`src/hdl/asft_pkg.sv`:
```
// Shared types and constants for the ADPCM sample FIFO and timing block.
package asft_pkg;

    localparam int FIFO_DEPTH_DEF     = 16;
    localparam int COUNTER_PERIOD_DEF = 512;
    localparam int POP_COUNT          = 4;
    localparam int STROBE_COUNT       = 64;
    localparam int PHASE_BIT          = 2;
    localparam int FILL_W             = 5;
    localparam int BYTE_W             = 8;
    localparam int CTL_RESET_BIT      = 0;
    localparam int CTL_DIV4_BIT       = 4;
    localparam int CTL_DIV2_BIT       = 5;
    localparam int CTL_DIV1_BIT       = 6;

    typedef enum logic [1:0] {
        REQ_TICK = 2'd0,
        REQ_PUSH = 2'd1,
        REQ_CTC  = 2'd2,
        REQ_CTRL = 2'd3
    } t_req;

    typedef enum logic [2:0] {
        DIV_1 = 3'd1,
        DIV_2 = 3'd2,
        DIV_4 = 3'd4
    } t_div;

    typedef struct packed {
        t_req              req_type;
        logic [BYTE_W-1:0] data_byte;
    } t_in_item;

    typedef struct packed {
        logic              trigger_two_pulse;
        logic              trigger_three_level;
        logic              sample_strobe;
        logic [BYTE_W-1:0] sample_byte;
        logic              decoder_reset;
        logic [FILL_W-1:0] fifo_fill;
    } t_out_item;

    typedef struct packed {
        logic wr_en;
        logic rd_en;
    } t_mem_ctl;

endpackage

```
`src/hdl/asft_mem.sv`:
```
// Sample store: one write port, one read port with registered read data.
module asft_mem #(
    parameter int  DEPTH = asft_pkg::FIFO_DEPTH_DEF,
    localparam int AW    = $clog2(DEPTH)
) (
    input  logic                       i_clk,
    input  asft_pkg::t_mem_ctl         i_ctl,
    input  logic [AW-1:0]              i_wr_addr,
    input  logic [asft_pkg::BYTE_W-1:0] i_wr_data,
    input  logic [AW-1:0]              i_rd_addr,
    output logic [asft_pkg::BYTE_W-1:0] o_rd_data
);
    import asft_pkg::*;

    logic [BYTE_W-1:0] r_mem [DEPTH];
    logic [BYTE_W-1:0] r_rd_data;

    always_ff @(posedge i_clk) begin
        if (i_ctl.wr_en) begin
            r_mem[i_wr_addr] <= i_wr_data;
        end
        if (i_ctl.rd_en) begin
            r_rd_data <= r_mem[i_rd_addr];
        end
    end

    assign o_rd_data = r_rd_data;

endmodule

```
`src/hdl/asft_ctrl.sv`:
```
// Event decode, tick timing, FIFO pointers and the registered result stage.
module asft_ctrl #(
    parameter int  FIFO_DEPTH     = asft_pkg::FIFO_DEPTH_DEF,
    parameter int  COUNTER_PERIOD = asft_pkg::COUNTER_PERIOD_DEF,
    localparam int AW             = $clog2(FIFO_DEPTH)
) (
    input  logic                        i_clk,
    input  logic                        i_rst_n,
    input  logic                        i_in_valid,
    output logic                        o_in_stall,
    input  asft_pkg::t_in_item          i_in_data,
    output logic                        o_out_valid,
    input  logic                        i_out_stall,
    output asft_pkg::t_out_item         o_out_data,
    output asft_pkg::t_mem_ctl          o_mem_ctl,
    output logic [AW-1:0]               o_wr_addr,
    output logic [asft_pkg::BYTE_W-1:0] o_wr_data,
    output logic [AW-1:0]               o_rd_addr,
    input  logic [asft_pkg::BYTE_W-1:0] i_rd_data
);
    import asft_pkg::*;

    localparam int FW = $clog2(FIFO_DEPTH + 1);
    localparam int CW = $clog2(COUNTER_PERIOD);

    logic [FW-1:0] r_fill, n_fill;
    logic [AW-1:0] r_head, n_head;
    logic [CW-1:0] r_cnt, n_cnt;
    logic          r_phase, n_phase;
    t_div          r_div, n_div;
    logic          r_trig, n_trig;
    logic          r_rst_lvl, n_rst_lvl;
    logic          r_pushed, n_pushed;
    logic          r_held_ok, n_held_ok;
    logic          r_out_valid, n_out_valid;
    t_out_item     r_out, n_out;

    logic          accept;
    logic [AW-1:0] head_inc;
    logic [CW-1:0] cnt_inc;
    logic [FW-1:0] fill_dec;
    logic [AW-1:0] pop_ofs;
    logic [AW:0]   head_ext;
    logic [AW:0]   ofs_ext;
    logic [AW:0]   rd_ext;
    logic [2:0]    div_mask;
    logic          pulse;
    logic          strobe;
    logic [BYTE_W-1:0] sbyte;
    t_mem_ctl      mem_ctl;

    assign o_in_stall = r_out_valid && i_out_stall;
    assign accept     = i_in_valid && !o_in_stall;

    assign head_inc = (r_head == AW'(FIFO_DEPTH - 1)) ? '0 : r_head + AW'(1);
    assign cnt_inc  = (r_cnt == CW'(COUNTER_PERIOD - 1)) ? '0 : r_cnt + CW'(1);
    assign fill_dec = (r_fill != '0) ? r_fill - FW'(1) : '0;
    assign pop_ofs  = AW'(fill_dec);
    assign head_ext = {1'b0, r_head};
    assign ofs_ext  = {1'b0, pop_ofs};
    assign rd_ext   = (head_ext >= ofs_ext) ? head_ext - ofs_ext
                                            : head_ext + (AW+1)'(FIFO_DEPTH) - ofs_ext;
    assign div_mask = 3'(r_div) - 3'd1;

    always_comb begin
        n_fill    = r_fill;
        n_head    = r_head;
        n_cnt     = r_cnt;
        n_phase   = r_phase;
        n_div     = r_div;
        n_trig    = r_trig;
        n_rst_lvl = r_rst_lvl;
        n_pushed  = r_pushed;
        n_held_ok = r_held_ok;
        mem_ctl   = '0;
        pulse     = 1'b0;
        strobe    = 1'b0;
        sbyte     = '0;
        if (accept) begin
            unique case (i_in_data.req_type)
                REQ_TICK: begin
                    pulse   = (r_cnt[2:0] & div_mask) == 3'd0;
                    n_phase = r_cnt[PHASE_BIT];
                    n_trig  = (r_fill != '0) || r_cnt[PHASE_BIT];
                    if (r_cnt == CW'(POP_COUNT)) begin
                        mem_ctl.rd_en = 1'b1;
                        n_fill        = fill_dec;
                        n_held_ok     = r_pushed;
                    end
                    if ((n_fill != '0) && (r_cnt == CW'(STROBE_COUNT))) begin
                        strobe = 1'b1;
                        sbyte  = r_held_ok ? i_rd_data : '0;
                    end
                    n_cnt = cnt_inc;
                end
                REQ_PUSH: begin
                    mem_ctl.wr_en = 1'b1;
                    n_head        = head_inc;
                    n_fill        = (r_fill == FW'(FIFO_DEPTH)) ? r_fill : r_fill + FW'(1);
                    n_trig        = 1'b1;
                    n_pushed      = 1'b1;
                end
                REQ_CTC: begin
                    if (i_in_data.data_byte != '0) begin
                        n_cnt   = '0;
                        n_phase = 1'b0;
                        n_trig  = r_fill != '0;
                    end
                end
                REQ_CTRL: begin
                    n_rst_lvl = i_in_data.data_byte[CTL_RESET_BIT];
                    if (i_in_data.data_byte[CTL_RESET_BIT]) begin
                        n_fill = '0;
                        n_trig = r_phase;
                    end
                    if (i_in_data.data_byte[CTL_DIV1_BIT]) begin
                        n_div = DIV_1;
                    end else if (i_in_data.data_byte[CTL_DIV2_BIT]) begin
                        n_div = DIV_2;
                    end else if (i_in_data.data_byte[CTL_DIV4_BIT]) begin
                        n_div = DIV_4;
                    end
                end
                default: begin
                    n_fill = r_fill;
                end
            endcase
        end
    end

    always_comb begin
        n_out.trigger_two_pulse   = pulse;
        n_out.trigger_three_level = n_trig;
        n_out.sample_strobe       = strobe;
        n_out.sample_byte         = sbyte;
        n_out.decoder_reset       = n_rst_lvl;
        n_out.fifo_fill           = FILL_W'(n_fill);
        n_out_valid               = accept || (r_out_valid && i_out_stall);
    end

    always_ff @(posedge i_clk) begin
        if (!i_rst_n) begin
            r_fill      <= '0;
            r_head      <= '0;
            r_cnt       <= '0;
            r_phase     <= 1'b0;
            r_div       <= DIV_1;
            r_trig      <= 1'b0;
            r_rst_lvl   <= 1'b0;
            r_pushed    <= 1'b0;
            r_held_ok   <= 1'b0;
            r_out_valid <= 1'b0;
        end else begin
            r_fill      <= n_fill;
            r_head      <= n_head;
            r_cnt       <= n_cnt;
            r_phase     <= n_phase;
            r_div       <= n_div;
            r_trig      <= n_trig;
            r_rst_lvl   <= n_rst_lvl;
            r_pushed    <= n_pushed;
            r_held_ok   <= n_held_ok;
            r_out_valid <= n_out_valid;
        end
    end

    always_ff @(posedge i_clk) begin
        if (accept) begin
            r_out <= n_out;
        end
    end

    assign o_mem_ctl   = mem_ctl;
    assign o_wr_addr   = head_inc;
    assign o_wr_data   = i_in_data.data_byte;
    assign o_rd_addr   = AW'(rd_ext);
    assign o_out_valid = r_out_valid;
    assign o_out_data  = r_out;

    a_fill_bound: assert property (@(posedge i_clk) disable iff (!i_rst_n)
        r_fill <= FW'(FIFO_DEPTH))
        else $error("fill count above depth");

    a_cnt_bound: assert property (@(posedge i_clk) disable iff (!i_rst_n)
        r_cnt <= CW'(COUNTER_PERIOD - 1))
        else $error("tick counter out of range");

    a_push_fill: assert property (@(posedge i_clk) disable iff (!i_rst_n)
        accept && (i_in_data.req_type == REQ_PUSH) |=> (r_fill != '0) && r_pushed)
        else $error("push left fifo empty");

    a_strobe_byte: assert property (@(posedge i_clk) disable iff (!i_rst_n)
        accept && !strobe |=> (r_out.sample_byte == '0))
        else $error("sample byte without strobe");

    a_mem_excl: assert property (@(posedge i_clk) disable iff (!i_rst_n)
        !(mem_ctl.wr_en && mem_ctl.rd_en))
        else $error("read and write in one transfer");

endmodule

```
`src/hdl/adpcm_sample_fifo_timing.sv`:
```
// Sample FIFO and tick timing for an ADPCM decoder. One event is taken per clock
// unless input is stalled, and its result appears in the output register on the
// next cycle; the sample store takes one write (byte push) or one read (pop on
// the tick at count four) per event. Input stall rises only while a result waits
// under output stall. No clearing pass after reset.
module adpcm_sample_fifo_timing #(
    parameter int FIFO_DEPTH     = asft_pkg::FIFO_DEPTH_DEF,
    parameter int COUNTER_PERIOD = asft_pkg::COUNTER_PERIOD_DEF
) (
    input  logic                i_clk,
    input  logic                i_rst_n,
    input  logic                i_in_valid,
    output logic                o_in_stall,
    input  asft_pkg::t_in_item  i_in_data,
    output logic                o_out_valid,
    input  logic                i_out_stall,
    output asft_pkg::t_out_item o_out_data
);
    import asft_pkg::*;

    localparam int AW = $clog2(FIFO_DEPTH);

    t_mem_ctl          mem_ctl;
    logic [AW-1:0]     wr_addr;
    logic [AW-1:0]     rd_addr;
    logic [BYTE_W-1:0] wr_data;
    logic [BYTE_W-1:0] rd_data;

    asft_ctrl #(
        .FIFO_DEPTH     (FIFO_DEPTH),
        .COUNTER_PERIOD (COUNTER_PERIOD)
    ) u_ctrl (
        .i_clk       (i_clk),
        .i_rst_n     (i_rst_n),
        .i_in_valid  (i_in_valid),
        .o_in_stall  (o_in_stall),
        .i_in_data   (i_in_data),
        .o_out_valid (o_out_valid),
        .i_out_stall (i_out_stall),
        .o_out_data  (o_out_data),
        .o_mem_ctl   (mem_ctl),
        .o_wr_addr   (wr_addr),
        .o_wr_data   (wr_data),
        .o_rd_addr   (rd_addr),
        .i_rd_data   (rd_data)
    );

    asft_mem #(
        .DEPTH (FIFO_DEPTH)
    ) u_mem (
        .i_clk     (i_clk),
        .i_ctl     (mem_ctl),
        .i_wr_addr (wr_addr),
        .i_wr_data (wr_data),
        .i_rd_addr (rd_addr),
        .o_rd_data (rd_data)
    );

endmodule

```
`config.mk`:
```
export PLATFORM = sky130hd
export DESIGN_NAME = adpcm_sample_fifo_timing
export DESIGN_NICKNAME = d
export VERILOG_FILES = /design/src/hdl/asft_pkg.sv /design/src/hdl/asft_mem.sv /design/src/hdl/asft_ctrl.sv /design/src/hdl/adpcm_sample_fifo_timing.sv
export SDC_FILE = /design/constraint.sdc
export NUM_CORES = 1
export LEC_CHECK = 0
export ABC_AREA = 1
export BUFFER_PORTS_ARGS = -buffer_cell sky130_fd_sc_hd__clkbuf_2
export CAP_MARGIN = 20
export CORE_MARGIN = 8
export CORE_UTILIZATION = 41
export CTS_BUF_LIST = sky130_fd_sc_hd__clkbuf_4
export CTS_CLUSTER_DIAMETER = 80
export DETAILED_ROUTE_END_ITERATION = 12
export MAX_ROUTING_LAYER = met4
export SLEW_MARGIN = 20
export SYNTH_ARGS = -nofsm -noshare
export SYNTH_HDL_FRONTEND = slang
export SYNTH_SLANG_ARGS = --single-unit
```
`constraint.sdc`:
```
create_clock -name i_clk -period 3.3 [get_ports i_clk]
set_clock_uncertainty 0.15 [all_clocks]
set_input_delay 0.99 -clock i_clk [delete_from_list [all_inputs] [get_ports i_clk]]
set_output_delay 0.99 -clock i_clk [all_outputs]
set_load 0.05 [all_outputs]
```
==> flow_summary.yaml, run 1 <==
run_status:
  status: "completed"
cts:
  postCtsSetupBuffers: 0
  cts_buffers: 17
  ctsResizeCount: 0
  clockRootBuffer: "clkbuf_4"
  clk_latency_ns: 0.57
  cts-hold-fix-buffers: 0
  cts_tree: "built"
  clk_pin_slew_ns: 0.13
  clk_path_buf_depth: 2
  cts.sinks: 180
  ctsHtreeMaxLevel: 4
setup_path:
  crit_required_ns: 3.57
  critPathKind: "register to register"
  slowest_stage: "fa_2"
  crit_top_cell: "inv_1"
  arrival_ns: 3.33
  path_delay_family: "adder cells"
  crit_path_cell_trace: "inv_2, ha_1, nand3_4, nand2_1, inv_2, ha_2, inv_1, fa_2, buf_12, buf_12, o21ai_0, o21ai_1, inv_1, o21ai_0, inv_1, o21ai_2"
  end_kind: "register"
  path_max_fanout: 42
  crit_path_start_kind: "register"
  max_stage_delay_ns: 0.55
  worstPathBufferInverterCount: 7
floorplanning:
  die_y_um: 157.3
  dieWidth_um: 157.3
  ios: 33
  rows: 51
  core_um2: 19530
  dieArea_um2: 24760
  start_util: 0.4195
routing:
  drt_iter0_markers: 513
  via_per_inst: 4.973
  drcViolationCount: 0
  wl_per_cell_um: 16.87
  wirelength_mm: 18.60
  drt_first_pass_iters: 5
  drtAntennaViolNets: 0
  num_vias: 5480
placement:
  dp_hpwl_mm: 12.50
  portBuffers: 32
  place_congestion: 0.9016
  place_area_um2: 8886
  post-place-cells: 1069
synth:
  synth.distinct_cells: 41
  synth_top_flop_cell: "edfxtp_1"
  synth_top_area_frac: 0.5610
  syn_area_um2: 8190
  yosys-top-cells-count: "153 x edfxtp_1, 114 x nor2_1, 89 x nand2_1"
  netlist_instances: 761
  synthArstFlopShare: 0
  ys_warn_count: 0
  synth_area_leader_cell: "edfxtp_1"
  synth.most_common_cell: "edfxtp_1"
  ys_top_cells_by_area: "edfxtp_1 56%, dfxtp_1 6.6%, nor2_1 5.2%"
  synth_edf_count: 153
  avgSynthCellArea_um2: 10.76
  synth_seq_cells: 180
  yosysSeqAreaShare: 0.6269
  synth_nets: 790
global_route:
  grt_antenna_before_repair: 1
  track_usage: 0.1606
  overflow: 0
  grt_pass1_vias: 5147
  grt_pass1_wl_mm: 29.10
  grt_max_degree: 43
cells_and_area:
  final_area_um2: 9175
  synthToLayoutAreaGrowth_pct: 12.02
  finalNetCount: 852
  multi_input_area_um2: 2580
  regArea_um2: 5136
  drive_gt1_frac: 0.2153
  n_fill_cell: 1859
  stdcell_count: 1102
pwr:
  leakage_nw: 3.455
  seqPwrFrac: 0.558
  internal_power_mw: 3.249
  p_comb_frac: 0.166
  power.switching_mw: 1.260
  power_density_nw_per_um2: 491.4
  irDropWorstVdd_mv: 0.2121
  clkPwrFrac: 0.276
  switching_share: 0.2794
timing:
  min_period_over_period: 0.9266
  slew_violations: 0
  hold_violations: 0
  slew_headroom: 0.6107
  timing.fmax_mhz: 327.0
  rsz0062_at_grt: "no"
  period_minus_slack_ns: 3.058
  worst_pin_slew_ns: 0.5834
  finalSetupViolCount: 0
  tns_ns: 0
run:
  drv_cap: 0
min_path:
  hp-class: "register to register"
## area by class of cell
cell class,instances,share of cell area
Timing Repair Buffer,73,0.05918
Multi-Input combinational cell,472,0.2812
Inverter,79,0.03232
Clock buffer,21,0.01718
Tap cell,265,0.03614
Antenna cell,1,0.0002727
Sequential cell,180,0.5598
Clock inverter,11,0.01391
## routing by layer
metal  vias up  GRT usage  wire [µm]
met4         0    0.04986        252
met2       145     0.2485       8813
li1       2731          -          -
met3        17    0.02495        931
met1      2587     0.2145       8598
met5         -          -          0
## state kept, by name (all words and copies together) (netlist names)
| name | count |
|---|---|
| u_ctrl.r_held_ok | 1 |
| u_ctrl.o_out_data | 17 |
| u_mem.o_rd_data | 8 |
| u_ctrl.r_head | 4 |
| u_ctrl.r_fill | 5 |
| u_ctrl.r_rst_lvl | 1 |
| u_ctrl.o_out_valid | 1 |
| u_ctrl.r_div | 3 |
| u_ctrl.r_cnt | 9 |
| u_ctrl.r_trig | 1 |
| u_mem.r_mem | 128 |
| u_ctrl.r_pushed | 1 |
| u_ctrl.r_phase | 1 |
## worst paths after layout
| check | start | cells past startpoint | end | slack, ns |
|---|---|---|---|---|
| max | u_ctrl.r_fill[0]$_SDFF_PN0_ | 16 | u_mem.o_rd_data[0]$_DFFE_PP_ | 0.24 |
| min | u_ctrl.r_div[1]$_SDFFE_PN0P_ | 2 | u_ctrl.r_div[1]$_SDFFE_PN0P_ | 0.32 |
| max reg2reg | u_ctrl.r_fill[0]$_SDFF_PN0_ | 16 | u_mem.o_rd_data[0]$_DFFE_PP_ | 0.24 |
| min reg2reg | u_ctrl.r_div[1]$_SDFFE_PN0P_ | 2 | u_ctrl.r_div[1]$_SDFFE_PN0P_ | 0.32 |
## cell families (layout without fill, tap and decap cells)
group	count (synthesis)	count (layout)	synth area share
flip-flops	180	180	0.6269
multiplexers	8	8	0.009777
other	0	1	0
XOR/XNOR	7	7	0.01069
buffers and inverters	109	184	0.05958
AND/OR/NAND/NOR	277	277	0.1577
AO/OA/AOI/OAI	165	165	0.1115
adder cells (fa/ha/maj)	15	15	0.02383
## worst register-to-register path: stages (launching register included)
cell,delay (ns)
dfxtp_2,0.40
inv_2,0.06
ha_1,0.29
nand3_4,0.12
nand2_1,0.06
inv_2,0.06
ha_2,0.15
inv_1,0.06
fa_2,0.55
buf_12,0.21
buf_12,0.18
o21ai_0,0.10
o21ai_1,0.14
inv_1,0.05
o21ai_0,0.14
inv_1,0.07
o21ai_2,0.13
## layout by cell type, fill, tap and decap left out, types with 3 or more instances in the layout
cell type | synthesis | layout
clkbuf_2 | 0 | 32
o21ai_2 | 9 | 9
a21oi_1 | 27 | 27
edfxtp_1 | 153 | 153
mux2i_1 | 8 | 8
dfxtp_1 | 27 | 26
o21ai_0 | 67 | 67
nand3_1 | 22 | 22
nand2_2 | 12 | 12
inv_1 | 64 | 64
nor3_1 | 6 | 6
buf_4 | 7 | 35
nor2_2 | 14 | 14
ha_1 | 14 | 13
buf_12 | 1 | 6
o21ai_1 | 44 | 44
nand3_2 | 3 | 3
nand2_1 | 89 | 89
nor3b_2 | 3 | 3
xor2_1 | 5 | 4
nor2_1 | 114 | 114
nor2_4 | 4 | 4
nand3_4 | 3 | 3
inv_6 | 0 | 3
clkinvlp_4 | 0 | 3
o22ai_1 | 9 | 9
clkbuf_4 | 0 | 21
inv_2 | 15 | 15
## power groups by stage
stage / logic (mW) / clock network, mW / registers (mW)
after floorplan: 0.487 / 0 / 2.61
after global placement: 0.748 / 0 / 2.56
after detailed placement: 0.756 / 0 / 2.56
after CTS: 0.758 / 1.28 / 2.51
after global routing: 0.834 / 1.35 / 2.52
final: 0.749 / 1.25 / 2.51
## through the flow
stage	setup WS (ns)	util	hold WS [ns]	total power, mW
final	0.2423	0.4699	0.3230	4.508
after global routing	0.0008258	0.4699	0.3518	4.702
after CTS	0.1619	0.4697	0.3286	4.547
after detailed placement	0.1877	0.4551	0.3102	3.321
after global placement	0.2261	0.4551	0.2965	3.312
after floorplan	0.3791	-	0.2799	3.093
Power figures use the tool's default switching activity.
==> run 2, diff against run 1 <==
- RECOVER_POWER: default -> 50
==> flow_summary.yaml, run 2 (synthesis results as in run 1) <==
pwr:
  internal_power_mw: 3.242
  clkPwrFrac: 0.276
  total_power_mw: 4.498
  leakage_nw: 3.385
  power.switching_mw: 1.255
  p_comb_frac: 0.164
  seqPwrFrac: 0.559
  irDropWorstVdd_mv: 0.2120
  power_density_nw_per_um2: 493.8
  switching_share: 0.2791
run:
  drv_cap: 0
setup_path:
  critPathKind: "register to register"
  crit_path_cell_trace: "inv_2, ha_1, nand3_4, nand2_1, inv_2, ha_2, inv_1, fa_2, buf_12, o21ai_0, o21ai_1, inv_1, o21ai_0, nand2_1, o21ai_2"
  path_delay_family: "adder cells"
  r2r_start: "u_ctrl.r_fill[0]$_SDFF_PN0_"
  arrival_ns: 3.34
  r2r_slack_ns: 0.24
  path_max_fanout: 42
  worstPathBufferInverterCount: 5
  crit_path_start_kind: "register"
  r2r-end: "u_mem.o_rd_data[7]$_DFFE_PP_"
  reg2reg_depth: 15
  max_stage_delay_ns: 0.55
  crit_required_ns: 3.58
  slowest_stage: "fa_2"
  end_kind: "register"
timing:
  hold_ws_ns: 0.3252
  hold_violations: 0
  worst_pin_slew_ns: 1.062
  slew_headroom: 0.2922
  finalSetupViolCount: 0
  timing.fmax_mhz: 326.7
  rsz0062_at_grt: "no"
  min_period_over_period: 0.9277
  tns_ns: 0
  finalWorstSetupSlack_ns: 0.2387
  period_minus_slack_ns: 3.061
  slew_violations: 0
cells_and_area:
  drive_gt1_frac: 0.1842
  multi_input_area_um2: 2565
  final_area_um2: 9107
  finalNetCount: 852
  stdcell_count: 1102
  final_common_cell: "edfxtp_1"
  regArea_um2: 5136
  largest_register_ffs: 128
  synthToLayoutAreaGrowth_pct: 11.20
  n_fill_cell: 1878
  layout_common_cells: "153 x edfxtp_1, 115 x nor2_1, 90 x nand2_1"
  top_register: "u_mem.r_mem"
  post-route-util: 0.4664
cts:
  clk_pin_slew_ns: 0.14
  ctsHtreeMaxLevel: 4
  cts_tree: "built"
  clockRootBuffer: "clkbuf_4"
  cts.sinks: 180
  cts_buffers: 17
  cts-hold-fix-buffers: 0
  clk_latency_ns: 0.57
  clk_path_buf_depth: 2
global_route:
  globalRouteMet2Util: 0.2485
  grt_pass1_wl_mm: 29.10
  grt_max_degree: 43
  overflow: 0
  grt_use_met1: 0.2145
  busiest_layer: "met2"
  grt_pass1_vias: 5147
  grt_antenna_before_repair: 1
  met3_usage: 0.02495
  track_usage: 0.1606
min_path:
  hp-class: "register to register"
  worstHoldPathCells: 2
  min_from: "u_ctrl.r_div[1]$_SDFFE_PN0P_"
  holdPathEnd: "u_ctrl.r_div[1]$_SDFFE_PN0P_"
routing:
  num_vias: 5507
  drtAntennaViolNets: 0
  wirelength_mm: 18.55
  wl_per_cell_um: 16.84
  via_per_inst: 4.997
  drt_first_pass_iters: 5
  drcViolationCount: 0
  drt_iter0_markers: 495
floorplanning:
  start_util: 0.4195
  die_y_um: 157.3
  ios: 33
  rows: 51
  dieArea_um2: 24760
  dieWidth_um: 157.3
  core_um2: 19530
placement:
  dp_hpwl_mm: 12.50
  place_area_um2: 8886
  pre_cts_slack_ns: 0.1877
  portBuffers: 32
  post-place-cells: 1069
  place_congestion: 0.9016
run_status:
  status: "completed"
## run 2: cell count changes in the layout (fill, tap and decap cells not counted), moves of 2 or more
cell,previous run,this run
inv_2,15,13
buf_4,35,24
clkbuf_2,32,23
clkbuf_1,0,20
## run 2: worst max path at each step
stage | cells past startpoint | startpoint | slack [ns] | to
final | 15 | u_ctrl.r_fill[0]$_SDFF_PN0_ | 0.24 | u_mem.o_rd_data[7]$_DFFE_PP_
after global routing | 16 | u_ctrl.r_fill[0]$_SDFF_PN0_ | 0.0008 | u_mem.o_rd_data[6]$_DFFE_PP_
after CTS | 16 | u_ctrl.r_fill[0]$_SDFF_PN0_ | 0.16 | u_mem.o_rd_data[0]$_DFFE_PP_
after detailed placement | 16 | u_ctrl.r_fill[0]$_SDFF_PN0_ | 0.19 | u_mem.o_rd_data[0]$_DFFE_PP_
after global placement | 16 | u_ctrl.r_fill[0]$_SDFF_PN0_ | 0.23 | u_mem.o_rd_data[0]$_DFFE_PP_
after floorplan | 17 | u_ctrl.r_fill[0]$_SDFF_PN0_ | 0.38 | u_mem.o_rd_data[1]$_DFFE_PP_
## run 2: layout make-up
class,count,share of cell area
Clock inverter,11,0.01401
Inverter,79,0.03256
Tap cell,265,0.03641
Clock buffer,21,0.01731
Multi-Input combinational cell,472,0.2816
Antenna cell,1,0.0002748
Sequential cell,180,0.5640
Timing Repair Buffer,73,0.05385
## run 2: worst register-to-register path, stage by stage (launching register included)
cell and delay, ns:
dfxtp_2 0.40, inv_2 0.06, ha_1 0.29, nand3_4 0.12, nand2_1 0.06, inv_2 0.06, ha_2 0.15, inv_1 0.06
fa_2 0.55, buf_12 0.21, o21ai_0 0.14, o21ai_1 0.16, inv_1 0.06, o21ai_0 0.28, nand2_1 0.11, o21ai_2 0.07
## run 2: timing repair
item                       in CTS  in global routing
setup endpoints to repair       0                  8
gates resized for setup         0                  1
setup buffers                   0                  0
## run 2: metal layers
metal	wire (µm)	vias up
li1	-	2726
met5	0	-
met4	235	0
met2	8764	161
met3	1051	15
met1	8502	2605
## run 2: power groups by stage
stage | combinational (mW) | clock, mW | sequential [mW]
finish | 0.740 | 1.24 | 2.52
global route | 0.825 | 1.35 | 2.52
CTS | 0.758 | 1.28 | 2.51
detailed placement | 0.756 | 0 | 2.56
global placement | 0.748 | 0 | 2.56
floorplan | 0.487 | 0 | 2.61
